**config.mk**
```make
export PLATFORM = sky130hd
export DESIGN_NAME = akf_div
export DESIGN_NICKNAME = d
export VERILOG_FILES = /design/src/hdl/akf_pkg.sv /design/src/hdl/akf_div.sv
export SDC_FILE = /design/constraint.sdc
export NUM_CORES = 1
export LEC_CHECK = 0
export BUFFER_PORTS_ARGS = -buffer_cell sky130_fd_sc_hd__clkbuf_2
export CORE_UTILIZATION = 55
export CTS_CLUSTER_DIAMETER = 150
export DETAILED_ROUTE_END_ITERATION = 8
export PLACE_DENSITY = 0.87
export SYNTH_ARGS = -nofsm -noshare
export SYNTH_HDL_FRONTEND = slang
export SYNTH_SLANG_ARGS = --single-unit
```
**constraint.sdc**
```tcl
create_clock -name clk_i -period 7.7 [get_ports clk_i]
set_input_delay 0.77 -clock clk_i [delete_from_list [all_inputs] [get_ports clk_i]]
set_output_delay 0.77 -clock clk_i [all_outputs]
set_load 0.01 [all_outputs]
```
**src/hdl/akf_pkg.sv**
```systemverilog
package akf_pkg;

  localparam int unsigned NoiseW = 31;
  localparam int unsigned DataW  = 32;
  localparam int unsigned DtW    = 16;

  localparam logic [NoiseW-1:0] QAngleRst = 31'd16777;
  localparam logic [NoiseW-1:0] QBiasRst  = 31'd50332;
  localparam logic [NoiseW-1:0] RMeasRst  = 31'd503316;

  localparam logic OpUpdate = 1'b0;
  localparam logic OpSet    = 1'b1;

  localparam logic [1:0] RegQAngle = 2'd0;
  localparam logic [1:0] RegQBias  = 2'd1;
  localparam logic [1:0] RegRMeas  = 2'd2;

  // Saturate a wide signed value to 32 bits.
  function automatic logic signed [31:0] sat32(input logic signed [65:0] v);
    logic signed [65:0] hi;
    logic signed [65:0] lo;
    hi = 66'sh7FFFFFFF;
    lo = -66'sh80000000;
    if (v > hi) begin
      sat32 = 32'sh7FFFFFFF;
    end else if (v < lo) begin
      sat32 = 32'sh80000000;
    end else begin
      sat32 = v[31:0];
    end
  endfunction

endpackage

```
**src/hdl/akf_div.sv**
```systemverilog
// Signed 64 by 34 bit divider, one quotient bit per cycle, truncating toward zero.
module akf_div (
  input  logic                clk_i,
  input  logic                rst_ni,
  input  logic                start_i,
  input  logic signed [63:0]  num_i,
  input  logic signed [33:0]  den_i,
  output logic                busy_o,
  output logic signed [63:0]  quo_o
);
  import akf_pkg::*;

  logic [6:0]  cnt_q, cnt_d;
  logic [63:0] quo_q, quo_d;
  logic [64:0] rem_q, rem_d;
  logic [33:0] den_q, den_d;
  logic        neg_q, neg_d;
  logic [64:0] trial;

  assign busy_o = (cnt_q != 7'd0);
  assign quo_o  = neg_q ? -$signed(quo_q) : $signed(quo_q);

  always_comb begin
    cnt_d = cnt_q;
    quo_d = quo_q;
    rem_d = rem_q;
    den_d = den_q;
    neg_d = neg_q;
    trial = {rem_q[63:0], quo_q[63]} - {31'd0, den_q};
    if (start_i) begin
      cnt_d = 7'd64;
      quo_d = num_i[63] ? 64'(-num_i) : 64'(num_i);
      den_d = den_i[33] ? 34'(-den_i) : 34'(den_i);
      neg_d = num_i[63] ^ den_i[33];
      rem_d = '0;
    end else if (busy_o) begin
      cnt_d = cnt_q - 7'd1;
      if (!trial[64]) begin
        rem_d = trial;
        quo_d = {quo_q[62:0], 1'b1};
      end else begin
        rem_d = {rem_q[63:0], quo_q[63]};
        quo_d = {quo_q[62:0], 1'b0};
      end
    end
  end

  always_ff @(posedge clk_i or negedge rst_ni) begin
    if (!rst_ni) begin
      cnt_q <= '0;
    end else begin
      cnt_q <= cnt_d;
    end
  end

  always_ff @(posedge clk_i) begin
    quo_q <= quo_d;
    rem_q <= rem_d;
    den_q <= den_d;
    neg_q <= neg_d;
  end

`ifndef SYNTHESIS
  a_start_idle: assert property (@(posedge clk_i) disable iff (!rst_ni)
    start_i |-> !busy_o) else $error("divider started while busy");
  a_count: assert property (@(posedge clk_i) disable iff (!rst_ni)
    start_i |=> cnt_q == 7'd64) else $error("divider count not loaded");
  a_down: assert property (@(posedge clk_i) disable iff (!rst_ni)
    (busy_o && !start_i) |=> cnt_q == $past(cnt_q) - 7'd1)
    else $error("divider count skipped");
`endif

endmodule

```
# == Word-level counts from Yosys, hierarchy flattened ==
# Cells that the tools add are included.
# op_classes
bitwise_logic,1
n_reduce_logical,2
mux,9
addsub,5
# ops
cell,count
two-way mux 64 bit,5
negator 64 bit,2
subtractor 65 x 34 -> 65 bit,1
negator 34 bit,1
two-way mux 33 bit,1
two-way mux 7 bit,2
nonzero test 7 bit,1
subtractor 7 x 1 -> 7 bit (second input constant),1
nonzero test 2 bit,1
two-way mux 1 bit,1
XOR 1 bit,1
# word_totals
output_inout_bits,65
input_bits,101
register_bits,170
word_cells,23

# == Depth between registers and ports, before layout ==
# Gate-level depths: netlist of run 1.
# depth
word_depth,4
depth_mapped,15
ltp_nobuf,13

# == Worst setup path before layout of run 1 ==
# Ideal clock, no wire load.
# synth_path
kind,flip-flop to output port
startpoint,register quo_q[29]
endpoint,output quo_o[57]
t_arrival_ns,2.942
path_buffers,0
setup_slack_ns,3.988
required_ns,6.930
path_stages_with_launch,11
cell_sequence,edfxtp_1 -> or4_1 -> or2_2 -> nor3_1 -> nand3b_1 -> nor3_1 -> nand3_1 -> or4_1 -> nor4_1 -> o21ai_0 -> a22oi_1
# synth_between
elab_chain_cells,2
# synth_rtl
item,line,rtl
"start, declared",akf_div.sv:14,"logic [63:0] quo_q, quo_d;"
"start signal, assigned",akf_div.sv:57,quo_q <= quo_d;
negator 64 bit,akf_div.sv:21,assign quo_o = neg_q ? -$signed(quo_q) : $signed(quo_q);
two-way mux 64 bit,akf_div.sv:21,
"end, declared",akf_div.sv:9,output logic signed [63:0] quo_o
# Every way passes these cells.

# == Worst setup path in the final report of run 1 ==
# Same ends and word-level chain as after synthesis.

==> results of run 1 <==
==> synthesized netlist by cell type (30+ instances only) <==
cell type and n:
a21oi_1 117, a311oi_1 30, clkbuf_1 59, dfxtp_1 64, edfxtp_1 99, ha_1 38
inv_1 58, nand2_1 176, nand3_1 36, nor2_1 166, o21ai_0 102, o31ai_1 40
xnor2_1 107, xor2_1 98
==> cells by family after synthesis <==
kind of cell	count (synthesis)	share of synthesized area, %
AOI/OAI and AO/OA	397	20.2
xor gates and xnor gates	206	14.5
adders and majority gates	39	3.96
buffers and inverters	133	4.21
DFF	170	35.4
muxes	4	0.320
and+or+nand+nor	563	21.5
==> metal layers <==
layer | vias up | share of wire, % | track usage (%)
met5 | - | 0 | 0
met4 | 0 | 2.7 | 11.5
met3 | 82 | 7.4 | 3.66
met2 | 553 | 47 | 47.7
met1 | 5607 | 43 | 37.0
li1 | 5727 | - | -
==> stage by stage <==
stage	total power [W]	setup WS (ns)	area (sq um)	utilization, %
2_1_floorplan	0.00305	3.99	12500	-
3_3_place_gp	0.00355	3.57	13500	61.0
3_5_place_dp	0.00362	3.46	13500	61.0
4_1_cts	0.00449	2.97	14000	63.6
5_1_grt	0.00484	2.70	14000	63.6
6_report	0.00454	2.84	14000	63.6
==> worst max-delay path by stage <==
stage	to	slack, ns	depth (start not counted)
finish	quo_o[57]	2.84	11
global route	quo_o[57]	2.70	11
CTS	quo_o[57]	2.97	11
detailed placement	quo_o[57]	3.46	11
global placement	quo_o[57]	3.57	11
floorplan	quo_o[57]	3.99	10
==> cell type report <==
type | instances | area, sq um
clock buffers | 17 | 425
fillers | 1807 | 8050
multi-input cells | 1209 | 7570
clock inverters | 15 | 148
repair buffers | 174 | 900
well taps | 280 | 350
inverters | 58 | 218
flip-flops and latches | 170 | 4430
==> power groups by stage <==
stage / Clock (W) / Combinational [W] / Sequential [W]
4_1_cts: 0.000859 / 0.00216 / 0.00148
2_1_floorplan: 0 / 0.00164 / 0.00141
3_3_place_gp: 0 / 0.00207 / 0.00148
6_report: 0.000853 / 0.00220 / 0.00149
3_5_place_dp: 0 / 0.00213 / 0.00149
5_1_grt: 0.000894 / 0.00242 / 0.00152
==> registers in the layout, summed over array words and instances, names as in the netlist <==
name	count
rem_q	64
cnt_q	7
neg_q	1
quo_q	64
den_q	34
==> results.py, run 1 <==
metrics = {
    "clocking": {
        "clk_latency_ns": 0.43,
        "clock_path_buffers": 2,
        "cts_tree": "built",
        "cts_hold_buf": 0,
        "clk_pin_slew_worst_paths_ns": 0.07,
        "cts_root_buf": "clkbuf_16",
        "cts.htree.levels": 4,
        "numCtsBuffers": 17,
        "clock_sinks": 170,
        "cts_setup_buffers": 0,
        "cts_resized": 0,
    },
    "routing": {
        "routed_wl_microns": 32900,
        "drt.antenna.violating_nets": 0,
        "dr.pass1.iters": 7,
        "routedWlPerCell_microns": 17.1,
        "via_per_inst": 6.22,
        "first_iter_violations": 1209,
        "drc_errors": 18,
        "routed-via-count": 12000,
    },
    "synth": {
        "synth.ff_latch_count": 170,
        "synth_area_leader_cell": "edfxtp_1",
        "yosys_warnings": 0,
        "async_flop_share_pct": 4.12,
        "syn_area_sq_um": 12500,
        "synth_edf_count": 99,
        "avgSynthCellArea_sq_um": 8.27,
        "yosys_most_used_dff": "edfxtp_1",
        "yosysSeqAreaShare_pct": 35.4,
        "synthTopCellsByArea": "edfxtp_1 (24%), dfxtp_1 (10%), xnor2_1 (7.5%), xor2_1 (6.9%), nand2_1 (5.3%)",
        "yosys.area.top_type_share_pct": 23.8,
        "synth_cells": 1512,
        "synth_nets": 1652,
        "synth_cell_types": 71,
    },
    "worst_setup_path": {
        "cp_num_buf_inv": 1,
        "crit_path_max_incr_delay_ns": 0.55,
        "cpLargestDelayFamily": "simple AND/OR/NAND/NOR gates",
        "ff2ff_path_depth": 14,
        "arrival_ns": 4.09,
        "crit_type": "register to output port",
        "crit_chain": "or4_1, or2_2, nor3_1, nand3b_1, nor3_1, nand3_1, or4_1, nor4_1, o21ai_0, a22oi_1, clkbuf_2",
        "worstPathRequired_ns": 6.93,
        "worstSetupStartpoint": "quo_q[29]",
        "reg2reg_slack_ns": 3.40,
        "slowest_stage": "or4_1",
        "r2r-start": "quo_q[63]",
        "crit_path_end_kind": "output port",
        "critical_path.max_fanout": 5,
        "r2r_end": "rem_q[45]",
        "cp-start-kind": "register",
    },
    "timing": {
        "setup_tns_ns": 0,
        "fin_worst_skew_ns": 0.00982,
        "clock.fmax_mhz": 206,
        "finalHoldViolCount": 0,
        "rsz0062_at_grt": "no",
        "setup_viol": 0,
        "relSlewSlack_pct": 18.9,
        "period_share_pct": 63.1,
        "tightest_slew_ns": 1.22,
        "fin_crit_ns": 4.86,
        "slew_viol_final": 0,
        "hold_slack_ns": 0.164,
    },
    "power": {
        "powerDensity_nw_per_um2": 323,
        "pwr-share-clk_pct": 18.8,
        "comb_power_share_pct": 48.4,
        "internal_power_w": 0.00260,
        "leakagePower_nw": 5.60,
        "ir_worst_vdd_mv": 0.185,
        "net-switching-power_w": 0.00193,
        "switching_share_pct": 42.7,
        "power.share.sequential_pct": 32.8,
    },
    "cells_and_area": {
        "areaGrowthSynthToFinish_pct": 12.3,
        "n_antenna_cell": 0,
        "final_cell_count_no_fill": 1923,
        "mostFrequentLayoutCells": "nand2_1 (176), nor2_1 (166), clkbuf_2 (164), a21oi_1 (117), xnor2_1 (107)",
        "final_common_cell": "nand2_1",
        "drive_gt1_share_pct": 14.4,
        "fin_nets": 1770,
    },
    "grt": {
        "grt_overflow": 0,
        "grt_first_pass_wirelength_microns": 54700,
        "track_usage_pct": 28.4,
        "grt_pass1_vias": 11300,
        "antenna_found_initial": 0,
        "grt_max_degree": 101,
    },
    "place": {
        "dp.cells": 1891,
        "numPortBuffers": 165,
        "gp_congestion": 0.936,
        "post-dp-hpwl_microns": 24100,
    },
    "run": {
        "maxCapViolations": 0,
    },
    "min_path": {
        "hp-class": "primary input to async pin",
    },
    "outcome": {
        "violations": "design-rule violations",
        "outcome": "finished with violations",
    },
    "floorplan": {
        "die-area_sq_um": 23400,
        "num_rows": 54,
        "start_util_pct": 56.6,
        "core_area_sq_um": 22100,
        "die_height_microns": 153,
        "die_x_microns": 153,
        "num_io_pins": 166,
    },
}
Note: power is estimated with default switching activity, not from simulation.
==> run 2: changes to the inputs <==
- ABC_AREA: default -> 1
- PLACE_DENSITY: 0.87 -> 0.88
- clock period: 7.7 -> 4.39 ns (I/O delays scaled with it)
==> results.py, run 2 <==
metrics = {
    "outcome": {
        "outcome": "completed",
    },
    "synth": {
        "synth_area_leader_cell": "nand2_1",
        "synth.ff_latch_count": 170,
        "avgSynthCellArea_sq_um": 6.11,
        "synth_edf_count": 99,
        "synthTopCellsByArea": "nand2_1 (22%), edfxtp_1 (19%), inv_1 (8.6%), dfxtp_1 (8.3%), nor2_1 (7.5%)",
        "yosysMostFrequentCell": "nand2_1",
        "synth_cells": 2539,
        "synthTopCellsByCount": "nand2_1 (905), inv_1 (357), nor2_1 (310), nand3_1 (148)",
        "synth_cell_types": 44,
        "yosysSeqAreaShare_pct": 28.5,
        "yosys_warnings": 0,
        "async_flop_share_pct": 4.12,
        "syn_area_sq_um": 15500,
        "yosys_most_used_dff": "edfxtp_1",
        "yosys.area.top_type_share_pct": 21.9,
        "synth_nets": 2679,
    },
    "worst_setup_path": {
        "crit_type": "register to output port",
        "cp-start-kind": "register",
        "crit_path_end_kind": "output port",
        "worstPathRequired_ns": 3.95,
        "arrival_ns": 3.29,
        "reg2reg_slack_ns": 0.95,
        "critical_path.max_fanout": 4,
    },
    "grt": {
        "grt_overflow": 0,
        "grt_pass1_vias": 15800,
        "grt_max_degree": 66,
        "grt_first_pass_wirelength_microns": 78200,
        "antenna_found_initial": 1,
        "track_usage_pct": 34.3,
    },
    "clocking": {
        "cts.htree.levels": 4,
        "numCtsBuffers": 17,
        "clock_path_buffers": 2,
        "cts_root_buf": "clkbuf_16",
        "clk_pin_slew_worst_paths_ns": 0.07,
        "clk_latency_ns": 0.44,
        "clock_sinks": 170,
        "cts_tree": "built",
        "cts_resized": 0,
    },
    "cells_and_area": {
        "mostFrequentLayoutCells": "nand2_1 (905), inv_1 (355), nor2_1 (308), clkbuf_2 (164), nand3_1 (148)",
        "nFillCells": 2642,
        "fin_nets": 2812,
        "top_regs": "quo_q (64), rem_q (64), den_q (34)",
        "drive_gt1_share_pct": 8.83,
        "final_cell_count_no_fill": 3064,
        "final_common_cell": "nand2_1",
        "areaGrowthSynthToFinish_pct": 11.1,
    },
    "routing": {
        "dr.pass1.iters": 6,
        "via_per_inst": 5.50,
        "first_iter_violations": 1750,
        "routed-via-count": 16900,
        "drc_errors": 0,
        "routedWlPerCell_microns": 16.3,
        "routed_wl_microns": 49800,
        "drt.antenna.violating_nets": 0,
    },
    "power": {
        "net-switching-power_w": 0.00483,
        "comb_power_share_pct": 56.3,
        "power.share.sequential_pct": 27.0,
        "ir_worst_vdd_mv": 0.383,
        "switching_share_pct": 50.0,
        "internal_power_w": 0.00483,
        "leakagePower_nw": 8.63,
        "powerDensity_nw_per_um2": 560,
        "pwr-share-clk_pct": 16.7,
    },
    "timing": {
        "setup_viol": 0,
        "relSlewSlack_pct": 41.8,
        "tightest_slew_ns": 0.870,
        "setup_tns_ns": 0,
        "fin_worst_skew_ns": 0.0185,
        "finalHoldViolCount": 0,
        "period_share_pct": 84.9,
        "rsz0062_at_grt": "no",
        "clock.fmax_mhz": 268,
        "slew_viol_final": 0,
        "fin_crit_ns": 3.73,
    },
    "place": {
        "dp.cells": 3030,
        "numPortBuffers": 165,
        "post-dp-hpwl_microns": 38800,
        "gp_congestion": 1.01,
    },
    "floorplan": {
        "num_io_pins": 166,
        "num_rows": 61,
        "die_x_microns": 170,
        "core_area_sq_um": 27800,
        "start_util_pct": 55.9,
        "die-area_sq_um": 28900,
        "die_height_microns": 170,
    },
    "run": {
        "maxCapViolations": 0,
    },
    "min_path": {
        "hp-class": "primary input to register",
    },
}
## run 2: changes by cell type after synthesis, moves of 30 or more
cell | before | now
nor2_1 | 166 | 310
nand4_1 | 12 | 52
inv_1 | 58 | 357
nand2_1 | 176 | 905
o31ai_1 | 40 | 4
nand3_1 | 36 | 148
a311oi_1 | 30 | 0
a21oi_1 | 117 | 49
xnor2_1 | 107 | 55
## run 2: critical path: stages, from the launching register on
cell	delay, ns
edfxtp_1	0.43
inv_1	0.16
ha_1	0.19
nand3_1	0.12
nor2_1	0.27
nand2_1	0.16
nor4_1	0.66
nand4_1	0.29
xor2_1	0.22
nand2_1	0.07
o21ai_0	0.11
clkbuf_2	0.18
## run 2: final timing paths
check,start,end,cells past startpoint
setup reg to reg,quo_q[63],rem_q[21],19
hold reg to reg,rem_q[24],rem_q[24],2
min in group asynchronous,rst_ni,cnt_q[3],2
max in group asynchronous,rst_ni,cnt_q[6],2
hold / removal,den_i[0],den_q[0],1
setup / recovery,quo_q[0],quo_o[58],11
## run 2: area by class of cell
| class | count | area (sq um) | area share [%] |
|---|---|---|---|
| Antenna cell | 1 | 2.50 | 0.0145 |
| Clock inverter | 14 | 178 | 1.03 |
| Tap cell | 378 | 473 | 2.74 |
| Timing Repair Buffer | 176 | 913 | 5.30 |
| Clock buffer | 18 | 429 | 2.49 |
| Multi-Input combinational cell | 1947 | 9470 | 54.9 |
| Inverter | 360 | 1350 | 7.84 |
| Sequential cell | 170 | 4430 | 25.7 |
## run 2: power by group through the flow
stage | combinational, W | sequential, W | clock (W)
global route | 0.00606 | 0.00266 | 0.00167
global placement | 0.00516 | 0.00259 | 0
CTS | 0.00534 | 0.00259 | 0.00161
detailed placement | 0.00526 | 0.00261 | 0
floorplan | 0.00407 | 0.00247 | 0
finish | 0.00544 | 0.00261 | 0.00161
## run 2: kinds of logic after synthesis
logic type,after synthesis,share of synthesized area (%)
AOI/OAI and AO/OA,206,7.05
xor gates and xnor gates,169,9.54
adders and majority gates,39,3.19
buffers and inverters,422,10.6
DFF,170,28.5
and+or+nand+nor,1533,41.1
## run 2: what timing repair did
| action | 4_1_cts | 5_1_grt |
|---|---|---|
| hold endpoints to repair | 7 | 0 |
| endpoints found under the setup margin | 0 | 0 |
| hold buffers | 1 | 0 |
| setup buffers | 0 | 0 |
## run 2: per-layer routing
| metal | share of wire (%) | track usage, % |
|---|---|---|
| met1 | 40 | 42.4 |
| met2 | 47 | 59.6 |
| met3 | 9.2 | 5.74 |
| met4 | 3.2 | 12.6 |
| met5 | 0 | 0 |
## run 2: through the flow
stage	worst slack, ns	power [W]	instance area, sq um	hold WS (ns)	util [%]
final	0.662	0.00965	17200	0.216	62.1
after global routing	0.468	0.0104	17200	0.205	62.1
after CTS	0.738	0.00954	17200	0.198	62.1
after detailed placement	1.11	0.00787	16600	0.281	59.8
after global placement	1.27	0.00776	16600	0.282	59.8
after floorplan	1.56	0.00654	15500	0.143	-
==> run 3: changes to the inputs <==
- PLACE_DENSITY: 0.88 -> 0.85
- clock period: 4.39 -> 3.7 ns (I/O delays scaled with it)
==> results.py, run 3 (synthesis gave the netlist of run 2 again) <==
metrics = {
    "place": {
        "placed_cell_area_sq_um": 16700,
        "dp.cells": 3032,
        "post-dp-hpwl_microns": 38900,
        "gp_congestion": 0.990,
        "numPortBuffers": 165,
    },
    "clocking": {
        "clk_pin_slew_worst_paths_ns": 0.07,
        "cts_root_buf": "clkbuf_16",
        "clock_path_buffers": 2,
        "clock_sinks": 170,
        "clk_latency_ns": 0.45,
        "cts_setup_buffers": 0,
        "cts_tree": "built",
        "cts.htree.levels": 4,
        "numCtsBuffers": 17,
    },
    "timing": {
        "finalHoldViolCount": 0,
        "hold_slack_ns": 0.175,
        "clock.fmax_mhz": 286,
        "rsz0062_at_grt": "no",
        "fin_worst_skew_ns": 0.0111,
        "slew_viol_final": 0,
        "setup_tns_ns": 0,
        "fin_crit_ns": 3.50,
        "relSlewSlack_pct": 23.6,
        "tightest_slew_ns": 1.14,
        "period_share_pct": 94.6,
        "setup_viol": 0,
    },
    "grt": {
        "antenna_found_initial": 0,
        "grt_first_pass_wirelength_microns": 78200,
        "track_usage_pct": 34.4,
        "grt-busiest-layer": "met2",
        "use_met1_pct": 43.7,
        "grt_overflow": 0,
        "grt_pass1_vias": 15500,
        "met3_usage_pct": 5.37,
        "use_met2_pct": 58.2,
        "grt_max_degree": 64,
    },
    "floorplan": {
        "die-area_sq_um": 28900,
        "num_rows": 61,
        "core_area_sq_um": 27800,
        "die_x_microns": 170,
        "num_io_pins": 166,
        "die_height_microns": 170,
        "start_util_pct": 55.9,
    },
    "worst_setup_path": {
        "crit_type": "register to output port",
        "critical_path.max_fanout": 4,
        "cp_num_buf_inv": 2,
        "reg2reg_slack_ns": 0.49,
        "cpLargestDelayFamily": "simple AND/OR/NAND/NOR gates",
        "crit_chain": "inv_1, ha_1, nand3_1, nor2_2, nand2_1, nor4_1, nand4_1, xor2_1, nand2_1, o21ai_0, clkbuf_2",
        "cp-start-kind": "register",
        "ff2ff_path_depth": 21,
        "slowest_stage": "nor4_1",
        "r2r-start": "quo_q[63]",
        "worstPathRequired_ns": 3.33,
        "arrival_ns": 3.13,
        "crit_top_cell": "nand2_1",
        "crit_path_max_incr_delay_ns": 0.60,
        "crit_path_end_kind": "output port",
        "r2r_end": "rem_q[61]",
    },
    "cells_and_area": {
        "design_area_sq_um": 17300,
        "final_cell_count_no_fill": 3065,
        "n_antenna_cell": 0,
        "nFillCells": 2747,
        "drive_gt1_share_pct": 8.93,
        "top_regs": "quo_q (64), rem_q (64), den_q (34)",
        "mostFrequentLayoutCells": "nand2_1 (905), inv_1 (355), nor2_1 (307), clkbuf_2 (164), nand3_1 (148)",
        "areaGrowthSynthToFinish_pct": 11.3,
        "fin_nets": 2814,
        "final_common_cell": "nand2_1",
    },
    "power": {
        "ir_worst_vdd_mv": 0.417,
        "leakagePower_nw": 8.65,
        "powerDensity_nw_per_um2": 663,
        "p_total_w": 0.0114,
    },
    "routing": {
        "routedWlPerCell_microns": 16.0,
        "dr.pass1.iters": 9,
        "via_per_inst": 5.43,
        "drt.antenna.violating_nets": 0,
        "drc_errors": 0,
        "first_iter_violations": 1697,
        "routed-via-count": 16600,
        "routed_wl_microns": 49100,
    },
    "min_path": {
        "min_from": "den_i[0]",
        "min_to": "den_q[0]",
        "min_path_cells": 1,
        "hp-class": "primary input to register",
    },
    "outcome": {
        "outcome": "completed",
    },
    "run": {
        "maxCapViolations": 0,
    },
}
## run 3: worst max-delay path by stage
| stage | startpoint | endpoint | slack [ns] | cells past startpoint |
|---|---|---|---|---|
| after floorplan | cnt_q[0] | quo_q[0] | 0.87 | 7 |
| after global placement | quo_q[63] | quo_q[0] | 0.63 | 18 |
| after detailed placement | quo_q[63] | rem_q[45] | 0.51 | 21 |
| after CTS | quo_q[0] | quo_o[60] | 0.11 | 12 |
| after global routing | quo_q[0] | quo_o[58] | 0.003 | 11 |
| final | quo_q[0] | quo_o[58] | 0.20 | 11 |
## run 3: cell type report
cell class	count	area, sq um	area share, %
clock buffer	18	429	2.48
clock inverter	14	158	0.912
inverter	360	1350	7.82
multi-input combinational	1947	9470	54.8
sequential	170	4430	25.6
tap	378	473	2.74
timing repair buffer	178	966	5.59
## run 3: through the flow
step	setup WS [ns]	utilization (%)
floorplan	0.874	-
global placement	0.629	60.0
CTS	0.111	62.2
detailed placement	0.506	60.0
finish	0.199	62.2
global route	0.00350	62.2
## run 3: report_power, final
part,total [W],switching [W],internal (W)
registers,0.00308,0.000527,0.00256
logic,0.00651,0.00430,0.00221
clock network,0.00186,0.000844,0.00101
## run 3: layer usage
metal  part of all wire [%]  vias to the layer above  wire length [microns]
met4                    3.7                        0                   1800
li1                       -                     8270                      -
met2                     47                      723                  23100
met5                      0                        -                      0
met3                    7.2                      117                   3530
met1                     42                     7539                  20800
## run 3: timing repair
action / in CTS / in global routing
gates resized for setup: 0 / 4
hold buffers: 1 / 0
setup endpoints to repair: 0 / 8
hold endpoints to repair: 7 / 0
